$ cat config.mk
export PLATFORM = sky130hd
export DESIGN_NAME = embedded_image_extractor_unit
export DESIGN_NICKNAME = d
export VERILOG_FILES = /design/src/hw/rtl/eie_pkg.sv /design/src/hw/rtl/eie_header_det.sv /design/src/hw/rtl/eie_pixel_conv.sv /design/src/hw/rtl/embedded_image_extractor_unit.sv
export SDC_FILE = /design/constraint.sdc
export NUM_CORES = 2
export LEC_CHECK = 0
export BUFFER_PORTS_ARGS = -buffer_cell sky130_fd_sc_hd__buf_2
export CORE_MARGIN = 1
export CORE_UTILIZATION = 47
export DETAILED_ROUTE_END_ITERATION = 8
export GPL_ROUTABILITY_DRIVEN = 0
export PLACE_DENSITY = 0.71
export SETUP_SLACK_MARGIN = 0.5
export SLEW_MARGIN = 20
export SYNTH_ARGS = -nofsm -noshare
export SYNTH_HDL_FRONTEND = slang
export SYNTH_SLANG_ARGS = --single-unit
$ cat constraint.sdc
create_clock -name clock -period 9.6 [get_ports clock]
set_input_delay 0.48 -clock clock [delete_from_list [all_inputs] [get_ports clock]]
set_output_delay 0.48 -clock clock [all_outputs]
set_load 0.005 [all_outputs]
$ cat src/hw/rtl/eie_pkg.sv
// Shared types, constants and helper functions of the embedded image extractor.
// Used by eie_header_det, eie_pixel_conv and embedded_image_extractor_unit.
// No dependencies.
`timescale 1ns / 1ps

package eie_pkg;

   // Width of the stream position counter.
   localparam int POS_BITS = 32;
   // Width used for position and size comparisons; holds pos + 15 + 3 * 2^32.
   localparam int CMP_W = ((POS_BITS > 32) ? POS_BITS : 32) + 3;
   localparam logic [CMP_W-1:0] POS_MASK = {{(CMP_W - POS_BITS){1'b0}}, {POS_BITS{1'b1}}};

   localparam logic [7:0] MARK_WIDE    = 8'h04;
   localparam logic [7:0] MARK_NARROW0 = 8'h06;
   localparam logic [7:0] MARK_NARROW1 = 8'h07;
   localparam logic [7:0] MARK_TAIL    = 8'h10;

   // Bytes skipped between the header tail byte and the first pixel byte.
   localparam logic [3:0] HEADER_GAP = 4'd14;

   // Configuration register indexes.
   localparam logic CSR_STREAM_LENGTH = 1'b0;
   localparam logic CSR_IMAGE_LIMIT   = 1'b1;

   typedef enum logic [1:0] {
      PH_SCAN,
      PH_SKIP,
      PH_PIXELS,
      PH_RESUME
   } phase_type;

   typedef struct packed {
      logic        hit;
      logic        wide;
      logic [15:0] width;
      logic [15:0] height;
      logic [31:0] area;
   } header_type;

   typedef struct packed {
      logic [7:0] red;
      logic [7:0] green;
      logic [7:0] blue;
   } rgb_type;

   typedef struct packed {
      logic        pixel_valid;
      logic [7:0]  red;
      logic [7:0]  green;
      logic [7:0]  blue;
      logic [11:0] image_index;
      logic [15:0] image_width;
      logic [15:0] image_height;
      logic        first_of_image;
      logic        last_of_image;
      logic        stream_done;
      logic [11:0] image_count;
   } result_type;

   // floor(x * 255 / 31) for every 5-bit channel value.
   localparam logic [7:0] SCALE5_LUT [32] = '{
      8'd0,   8'd8,   8'd16,  8'd24,  8'd32,  8'd41,  8'd49,  8'd57,
      8'd65,  8'd74,  8'd82,  8'd90,  8'd98,  8'd106, 8'd115, 8'd123,
      8'd131, 8'd139, 8'd148, 8'd156, 8'd164, 8'd172, 8'd180, 8'd189,
      8'd197, 8'd205, 8'd213, 8'd222, 8'd230, 8'd238, 8'd246, 8'd255
   };

   function automatic logic [7:0] scale5(input logic [4:0] x);
      return SCALE5_LUT[x];
   endfunction

endpackage

$ cat src/hw/rtl/eie_header_det.sv
// Header detector: byte history, registered image area products and the header match.
// Depends on eie_pkg.
`timescale 1ns / 1ps

module eie_header_det (
   input  logic                        clock,
   input  logic                        reset,
   input  logic                        advance,
   input  logic [7:0]                  data_byte,
   input  logic                        scan_en,
   input  logic [eie_pkg::POS_BITS-1:0] position,
   input  logic [31:0]                 stream_length,
   input  logic [11:0]                 image_limit,
   input  logic [11:0]                 images_found,
   output eie_pkg::header_type         header
);
   import eie_pkg::*;

   logic [7:0]  hist_ff [5];
   logic [7:0]  hist_in [5];
   logic [31:0] area_ff, area_in;
   logic [33:0] area3_ff, area3_in;

   logic [15:0]      cur_width, cur_height, next_width, next_height;
   logic             wide, narrow, in_range, fits;
   logic [33:0]      byte_count;
   logic [CMP_W-1:0] pos_ext, len_ext;

   // The area registers always hold the products for the sizes that sit in the
   // history, computed one byte ahead from the bytes that are about to shift in.
   always_comb begin
      next_width  = {hist_ff[2], hist_ff[3]};
      next_height = {hist_ff[0], hist_ff[1]};
      area_in     = next_width * next_height;
      area3_in    = (18'(next_width) + {1'b0, next_width, 1'b0}) * next_height;
      hist_in[0]  = data_byte;
      for (int k = 1; k < 5; k++) begin
         hist_in[k] = hist_ff[k-1];
      end
   end

   always_ff @(posedge clock) begin
      if (reset) begin
         for (int k = 0; k < 5; k++) begin
            hist_ff[k] <= '0;
         end
         area_ff  <= '0;
         area3_ff <= '0;
      end else if (advance) begin
         hist_ff  <= hist_in;
         area_ff  <= area_in;
         area3_ff <= area3_in;
      end
   end

   always_comb begin
      cur_width  = {hist_ff[3], hist_ff[4]};
      cur_height = {hist_ff[1], hist_ff[2]};
      wide       = (hist_ff[0] == MARK_WIDE);
      narrow     = (hist_ff[0] == MARK_NARROW0) || (hist_ff[0] == MARK_NARROW1);
      pos_ext    = CMP_W'(position);
      len_ext    = CMP_W'(stream_length);
      in_range   = (pos_ext >= CMP_W'(5)) && ((pos_ext + CMP_W'(9)) < len_ext);
      byte_count = wide ? area3_ff : {1'b0, area_ff, 1'b0};
      fits       = (pos_ext + CMP_W'(15) + CMP_W'(byte_count)) <= len_ext;

      header.hit    = scan_en && in_range && (images_found < image_limit) &&
                      (data_byte == MARK_TAIL) && (wide || narrow) &&
                      (cur_width != '0) && (cur_height != '0) && fits;
      header.wide   = wide;
      header.width  = cur_width;
      header.height = cur_height;
      header.area   = area_ff;
   end

endmodule

$ cat src/hw/rtl/eie_pixel_conv.sv
// Pixel converter: turns a 15-bit or 24-bit BGR pixel into 8-bit RGB channels.
// Depends on eie_pkg for the channel scaling table.
`timescale 1ns / 1ps

module eie_pixel_conv (
   input  logic                 wide,
   input  logic [15:0]          partial,
   input  logic [7:0]           data_byte,
   output eie_pkg::rgb_type     rgb
);
   import eie_pkg::*;

   logic [15:0] packed_px;

   always_comb begin
      packed_px = partial | {data_byte, 8'h00};
      if (wide) begin
         rgb.blue  = partial[7:0];
         rgb.green = partial[15:8];
         rgb.red   = data_byte;
      end else begin
         rgb.red   = scale5(packed_px[4:0]);
         rgb.green = scale5(packed_px[9:5]);
         rgb.blue  = scale5(packed_px[14:10]);
      end
   end

endmodule

$ cat src/hw/rtl/embedded_image_extractor_unit.sv
// Top level of the embedded image extractor: request register, phase control,
// pixel counters and result register. Depends on eie_pkg, eie_header_det, eie_pixel_conv.
//
// Usage: program stream_length (index 0) and image_limit (index 1) on the csr_
// channel while the block is idle, then stream the bytes on req_ one per request.
// Each byte that completes a pixel, and the byte at position stream_length-1,
// produces one result on rsp_; every other byte produces none. rsp_tuser flags a
// pixel, rsp_tlast flags the last stream byte, and both may be high together.
// Throughput is one byte per cycle while the result register is free or being
// taken: the header match, the pixel counters and the pixel conversion all settle
// in the single stage between the request register and the result register; the
// 16x16 area products are computed one byte ahead. A request is captured in the
// request register and its result in the result register, which drives rsp_.
// When the receiver stalls, the result register holds its result and the request
// register holds one byte; with that byte held, req_tready drops until rsp_tready returns.
// Reset clears the history, position, counters and phase, sets stream_length to
// 0 and image_limit to 1000, and needs no clearing pass.
`timescale 1ns / 1ps

module embedded_image_extractor_unit (
   input  logic        clock,
   input  logic        reset,
   input  logic        req_tvalid,
   output logic        req_tready,
   input  logic [7:0]  req_tdata,    // data_byte[7:0]
   output logic        rsp_tvalid,
   input  logic        rsp_tready,
   output logic [87:0] rsp_tdata,    // red, green, blue, image_index, image_width,
                                     // image_height, first_of_image, last_of_image,
                                     // image_count, zero pad
   output logic        rsp_tuser,    // pixel_valid
   output logic        rsp_tlast,    // stream_done
   input  logic        csr_valid,
   output logic        csr_ready,
   input  logic        csr_index,
   input  logic [31:0] csr_data
);
   import eie_pkg::*;

   logic [31:0] stream_length_ff;
   logic [11:0] image_limit_ff;

   logic       req_valid_ff, req_valid_in;
   logic [7:0] req_byte_ff;

   phase_type              phase_ff, phase_in;
   logic [POS_BITS-1:0]    pos_ff, pos_in;
   logic                   wide_ff, wide_in;
   logic [3:0]             skip_ff, skip_in;
   logic [31:0]            pixels_left_ff, pixels_left_in;
   logic [31:0]            total_ff, total_in;
   logic [1:0]             byte_phase_ff, byte_phase_in;
   logic [15:0]            partial_ff, partial_in;
   logic [11:0]            found_ff, found_in;
   logic [15:0]            width_ff, width_in;
   logic [15:0]            height_ff, height_in;

   result_type rsp_ff, rsp_in;
   logic       rsp_valid_ff, rsp_valid_in;

   logic       out_free, advance, pix, done, rsp_load;
   logic [1:0] need;
   logic [CMP_W-1:0] last_pos;
   header_type header;
   rgb_type    rgb;

   assign csr_ready  = 1'b1;
   assign out_free   = !rsp_valid_ff || rsp_tready;
   assign advance    = req_valid_ff && out_free;
   assign req_tready = !req_valid_ff || advance;

   always_ff @(posedge clock) begin
      if (reset) begin
         stream_length_ff <= '0;
         image_limit_ff   <= 12'd1000;
      end else if (csr_valid && csr_ready) begin
         unique case (csr_index)
            CSR_STREAM_LENGTH: stream_length_ff <= csr_data;
            CSR_IMAGE_LIMIT:   image_limit_ff   <= csr_data[11:0];
            default:           ;
         endcase
      end
   end

   assign req_valid_in = req_tready ? req_tvalid : req_valid_ff;

   always_ff @(posedge clock) begin
      if (reset) begin
         req_valid_ff <= 1'b0;
      end else begin
         req_valid_ff <= req_valid_in;
      end
   end

   always_ff @(posedge clock) begin
      if (req_tvalid && req_tready) begin
         req_byte_ff <= req_tdata;
      end
   end

   eie_header_det u_header_det (
      .clock         (clock),
      .reset         (reset),
      .advance       (advance),
      .data_byte     (req_byte_ff),
      .scan_en       (phase_ff == PH_SCAN),
      .position      (pos_ff),
      .stream_length (stream_length_ff),
      .image_limit   (image_limit_ff),
      .images_found  (found_ff),
      .header        (header)
   );

   eie_pixel_conv u_pixel_conv (
      .wide      (wide_ff),
      .partial   (partial_ff),
      .data_byte (req_byte_ff),
      .rgb       (rgb)
   );

   always_comb begin
      phase_in       = phase_ff;
      pos_in         = pos_ff;
      wide_in        = wide_ff;
      skip_in        = skip_ff;
      pixels_left_in = pixels_left_ff;
      total_in       = total_ff;
      byte_phase_in  = byte_phase_ff;
      partial_in     = partial_ff;
      found_in       = found_ff;
      width_in       = width_ff;
      height_in      = height_ff;
      pix            = 1'b0;
      rsp_in         = '0;
      need           = wide_ff ? 2'd2 : 2'd1;
      last_pos       = CMP_W'(stream_length_ff - 32'd1) & POS_MASK;
      done           = (stream_length_ff != '0) && (CMP_W'(pos_ff) == last_pos);

      if (advance) begin
         pos_in = pos_ff + POS_BITS'(1);
         unique case (phase_ff)
            PH_SCAN: begin
               if (header.hit) begin
                  width_in       = header.width;
                  height_in      = header.height;
                  wide_in        = header.wide;
                  pixels_left_in = header.area;
                  total_in       = header.area;
                  byte_phase_in  = '0;
                  partial_in     = '0;
                  skip_in        = HEADER_GAP;
                  phase_in       = PH_SKIP;
               end
            end
            PH_SKIP: begin
               skip_in = skip_ff - 4'd1;
               if (skip_in == '0) begin
                  phase_in = PH_PIXELS;
               end
            end
            PH_PIXELS: begin
               if (byte_phase_ff < need) begin
                  partial_in    = byte_phase_ff[0] ? (partial_ff | {req_byte_ff, 8'h00})
                                                   : (partial_ff | {8'h00, req_byte_ff});
                  byte_phase_in = byte_phase_ff + 2'd1;
               end else begin
                  pix                   = 1'b1;
                  rsp_in.red            = rgb.red;
                  rsp_in.green          = rgb.green;
                  rsp_in.blue           = rgb.blue;
                  rsp_in.image_index    = found_ff;
                  rsp_in.image_width    = width_ff;
                  rsp_in.image_height   = height_ff;
                  rsp_in.first_of_image = (pixels_left_ff == total_ff);
                  rsp_in.last_of_image  = (pixels_left_ff <= 32'd1);
                  byte_phase_in         = '0;
                  partial_in            = '0;
                  if (rsp_in.last_of_image) begin
                     pixels_left_in = '0;
                     found_in       = found_ff + 12'd1;
                     phase_in       = PH_RESUME;
                  end else begin
                     pixels_left_in = pixels_left_ff - 32'd1;
                  end
               end
            end
            PH_RESUME: begin
               phase_in = PH_SCAN;
            end
            default: phase_in = PH_SCAN;
         endcase
      end

      rsp_in.pixel_valid = pix;
      rsp_in.stream_done = done;
      rsp_in.image_count = found_in;
      rsp_load           = advance && (pix || done);

      if (rsp_load) begin
         rsp_valid_in = 1'b1;
      end else if (rsp_tready) begin
         rsp_valid_in = 1'b0;
      end else begin
         rsp_valid_in = rsp_valid_ff;
      end
   end

   always_ff @(posedge clock) begin
      if (reset) begin
         phase_ff       <= PH_SCAN;
         pos_ff         <= '0;
         wide_ff        <= 1'b0;
         skip_ff        <= '0;
         pixels_left_ff <= '0;
         total_ff       <= '0;
         byte_phase_ff  <= '0;
         partial_ff     <= '0;
         found_ff       <= '0;
         width_ff       <= '0;
         height_ff      <= '0;
         rsp_valid_ff   <= 1'b0;
      end else begin
         phase_ff       <= phase_in;
         pos_ff         <= pos_in;
         wide_ff        <= wide_in;
         skip_ff        <= skip_in;
         pixels_left_ff <= pixels_left_in;
         total_ff       <= total_in;
         byte_phase_ff  <= byte_phase_in;
         partial_ff     <= partial_in;
         found_ff       <= found_in;
         width_ff       <= width_in;
         height_ff      <= height_in;
         rsp_valid_ff   <= rsp_valid_in;
      end
   end

   always_ff @(posedge clock) begin
      if (rsp_load) begin
         rsp_ff <= rsp_in;
      end
   end

   assign rsp_tvalid = rsp_valid_ff;
   assign rsp_tuser  = rsp_ff.pixel_valid;
   assign rsp_tlast  = rsp_ff.stream_done;
   assign rsp_tdata  = {6'b0, rsp_ff.image_count, rsp_ff.last_of_image,
                        rsp_ff.first_of_image, rsp_ff.image_height, rsp_ff.image_width,
                        rsp_ff.image_index, rsp_ff.blue, rsp_ff.green, rsp_ff.red};

   // A result without a pixel exists only for the last stream byte.
   a_no_pixel_means_done: assert property (@(posedge clock) disable iff (reset)
      (rsp_valid_ff && !rsp_ff.pixel_valid) |-> rsp_ff.stream_done)
      else $error("result without pixel is not the stream end");

   // The header gap counter never sits at zero while skipping.
   a_skip_nonzero: assert property (@(posedge clock) disable iff (reset)
      (phase_ff == PH_SKIP) |-> (skip_ff != '0))
      else $error("header skip counter is zero in skip phase");

   // An image being emitted always has pixels left.
   a_pixels_left: assert property (@(posedge clock) disable iff (reset)
      (phase_ff == PH_PIXELS) |-> (pixels_left_ff != '0))
      else $error("pixel phase with no pixels left");

   // The final pixel of an image has already been counted.
   a_last_counts: assert property (@(posedge clock) disable iff (reset)
      (rsp_valid_ff && rsp_ff.pixel_valid && rsp_ff.last_of_image) |->
      (rsp_ff.image_count == rsp_ff.image_index + 12'd1))
      else $error("image count not advanced on last pixel");

   // Finishing an image always returns to scanning through the resume phase.
   a_resume_after_image: assert property (@(posedge clock) disable iff (reset)
      (advance && pix && rsp_in.last_of_image) |=> (phase_ff == PH_RESUME))
      else $error("no resume phase after last pixel");

endmodule
==> impl_results.md <==
- Pre-CTS setup slack: 380.3 ps
- Max Buffers Root-to-Sink: 3
- Crit path top cell by count: fa_1
- Final Critical Period: 8705 ps
- All-Layer GR Usage: between 20 and 30%
- Final hold vios: 0
- Synth top area share: about 20%
- Vias in the first global route: 33101
- Worst-margin pin slew: roughly 1200 ps
- Register-to-Register Setup Slack: 890 ps
- Crit Path Class: reg2reg
- Most common cell after layout, fill and taps aside: nand2_1
- Tightest Hold Check Type: in2reg
- Via density: between 5 and 6
- Register bit total from synthesis: slightly above 400
- Post-synth EDFFs: 92
- Fin crit share: 90.68%
- Seq/Total Area, Yosys: 22.18%
- Syn_area_per_cell: between 8 and 9 um2
- Initial antenna violation count: 4
- DRT antenna net count: 0
- Max Freq: 114.9 MHz
- GR Overflow Total: 0
- Worst hold slack: 60.33 ps
- Synth warn: 0
- Async set-reset flop share out of synthesis: 0%
- DRC viols: 0
- Initial DRT Pass Iterations: 6
- Hpwl dp: 85020 um
- Total length of routed wires: 112100 um
- # placed instances: a little under 6000
- Largest net degree at the start of global routing: 87
- Status: finished clean
- Leakage power: 19.76 nW
- Distinct cells, synth: 86
- MaxCap Viol Count: 0
- Area contributors post-synth: fa_1 (20%), dfxtp_1 (15%), ha_1 (11%), nand2_1 (7.6%), edfxtp_1 (6.7%)
- CTS tree: yes
- Crit path launch: u_header_det.header[58]
- Setup TNS: 0 ps
- Die W: about 300 um
- Clk_skew: 33.89 ps
- Core area: 85820 um2
- H-tree levels: 2
- Synthesized netlist cell count: 4843
- CTS sink cnt: ~410
- Ratio of cells with drive above 1 in the final layout: around 7.5%
- Slew headroom: 20.93%
- RSZ-0062 raised after global routing: yes
- Maximum net fanout on the critical path: 15
- Design area: 44280 um2
- Hold_sp: req_tdata[7]
- DP Area: 42600 um2
- Most frequent cells in the layout: nand2_1 (829), inv_1 (560), fa_1 (418)
- Worst Path Arrival: 9200 ps
- Critical Path Start Type: register
- Post-synth top area cell: fa_1
- Routed length per instance: 18.65 um
- Final setup fails: 0
- Pwr Density: 89.04 nW/um2
- Fin cells: 6012
- CP max stage delay: 580 ps
- Fillers: 7868
- Ports: 139
- Critical path's slowest cell: fa_1
- Worst r2r src: u_header_det.header[58]
- Num CTS Buffers: 45
- Setup crit end kind: register
- Worst skew pair latency: 610 ps
- Rows: 107
- Top FF cell, synth: dfxtp_1
- VDD IR max: about 0.00013 V
- First-pass GRT wire length: about 180000 um
- Setup slack after layout: 894.7 ps
- Initial drt markers: a little over 3000
- Via Count: 33723
- Die Span Y: 297.3 um
- Starting Density: 47.76%
- Root Buffer: clkbuf_16
- Layout Area Growth over Synthesis: 8.054%
- IO buf count: 131
- Data required, critical path: 10100 ps
- Nets: 5648
- Synthesized area: 40980 um2
- Die area: 88380 um2
- Clk pin slew, worst setup/hold paths: 60 ps
- Final Max Slew Viols: 0
[metal layers]
metal | global-route usage, % | vias up | routed length [um]
li1 | - | 15810 | -
met1 | 34.75 | 16440 | 47750
met2 | 41.73 | 1298 | 52190
met3 | 2.892 | 173 | 8701
met4 | 7.953 | 2 | 3465
met5 | 0 | - | 13
[synth_stat cells, drive strengths merged (7+ instances only)]
master / instances
inv: 560
nand2b: 30
o211ai: 20
and4: 9
xor2: 124
o22ai: 8
fa: 418
a31o: 15
nor2b: 25
nand3: 66
xnor2: 143
a32o: 8
a21o: 55
nor2: 216
edfxtp: 92
ha: 356
a311oi: 7
o21ai: 106
dfxtp: 316
a31oi: 13
nor4b: 7
buf: 39
a22o: 26
nor3b: 9
a21oi: 345
nor4: 33
a2111oi: 8
and2: 286
a211oi: 32
nor3: 106
mux2: 32
mux2i: 17
o31ai: 11
or4: 13
or3: 30
nand4: 48
and3: 12
a221oi: 9
nand2: 829
clkbuf: 240
or2: 12
o21bai: 12
o21a: 16
[through the flow]
| stage | total power [mW] | utilization [%] |
|---|---|---|
| after floorplan | 2.014 | - |
| after global placement | 2.105 | 49.64 |
| after detailed placement | 2.109 | 49.65 |
| after CTS | 3.956 | 51.49 |
| after global routing | 4.054 | 51.59 |
| final | 3.943 | 51.60 |
[worst max-delay path: cells and delay by family, from the launching register on]
| family | cells | cell delay (ps) |
|---|---|---|
| adders and majority gates | 8 | 3620 |
| buffers and inverters | 6 | 660 |
| xor gates and xnor gates | 2 | 230 |
| and+or+nand+nor | 3 | 720 |
| DFF | 1 | 410 |
| AOI/OAI and AO/OA | 12 | 2960 |
[area by class of cell]
| class | instances | area [um2] | area share, % |
|---|---|---|---|
| diodes | 3 | 7.507 | 0.01695 |
| clock buffers | 54 | 1180 | 2.664 |
| clock inverters | 30 | 397.9 | 0.8985 |
| inverters | 563 | 2113 | 4.772 |
| multi-input cells | 3598 | 28790 | 65.01 |
| flip-flops and latches | 408 | 9091 | 20.53 |
| well taps | 1144 | 1431 | 3.232 |
| repair buffers | 212 | 1272 | 2.873 |
[registers in the layout, indices dropped and copies added, names as in the netlist, 12 cells and up]
name and count:
rsp_tdata 82, u_header_det.area3_ff 34, u_header_det.header 32, height_ff 16
width_ff 16, pixels_left_ff 32, partial_ff 16, found_ff 12
pos_ff 32, image_limit_ff 12, total_ff 32, u_header_det.area_ff 31
stream_length_ff 32
[final timing paths]
kind                          endpoint  cells past startpoint
max          u_header_det.area3_ff[32]                     31
min                     req_byte_ff[7]                      1
max reg2reg  u_header_det.area3_ff[32]                     31
min reg2reg               width_ff[15]                      2
[cell families after synthesis]
logic type / after synthesis / share of synthesized area, %
adder cells (fa/ha/maj): 774 / 31.29
buffers and inverters: 842 / 7.874
AO/OA/AOI/OAI: 753 / 11.52
multiplexers: 49 / 1.294
flip-flops: 408 / 22.18
other: 2 / 0.01832
AND/OR/NAND/NOR: 1748 / 20.13
XOR/XNOR: 267 / 5.706
[power by group]
part / internal (mW) / switching (mW)
registers: 1.76 / 0.0288
clock network: 1.08 / 0.779
logic: 0.0917 / 0.196
total: 2.94 / 1.00
[repair_timing]
action | CTS | global route
pin swaps | 0 | 1
buffers inserted | 0 | 3
endpoints found under the setup margin | 9 | 114
resized for setup | 2 | 14
hold buffers | 0 | 0
(Power assumes the default switching activity.)
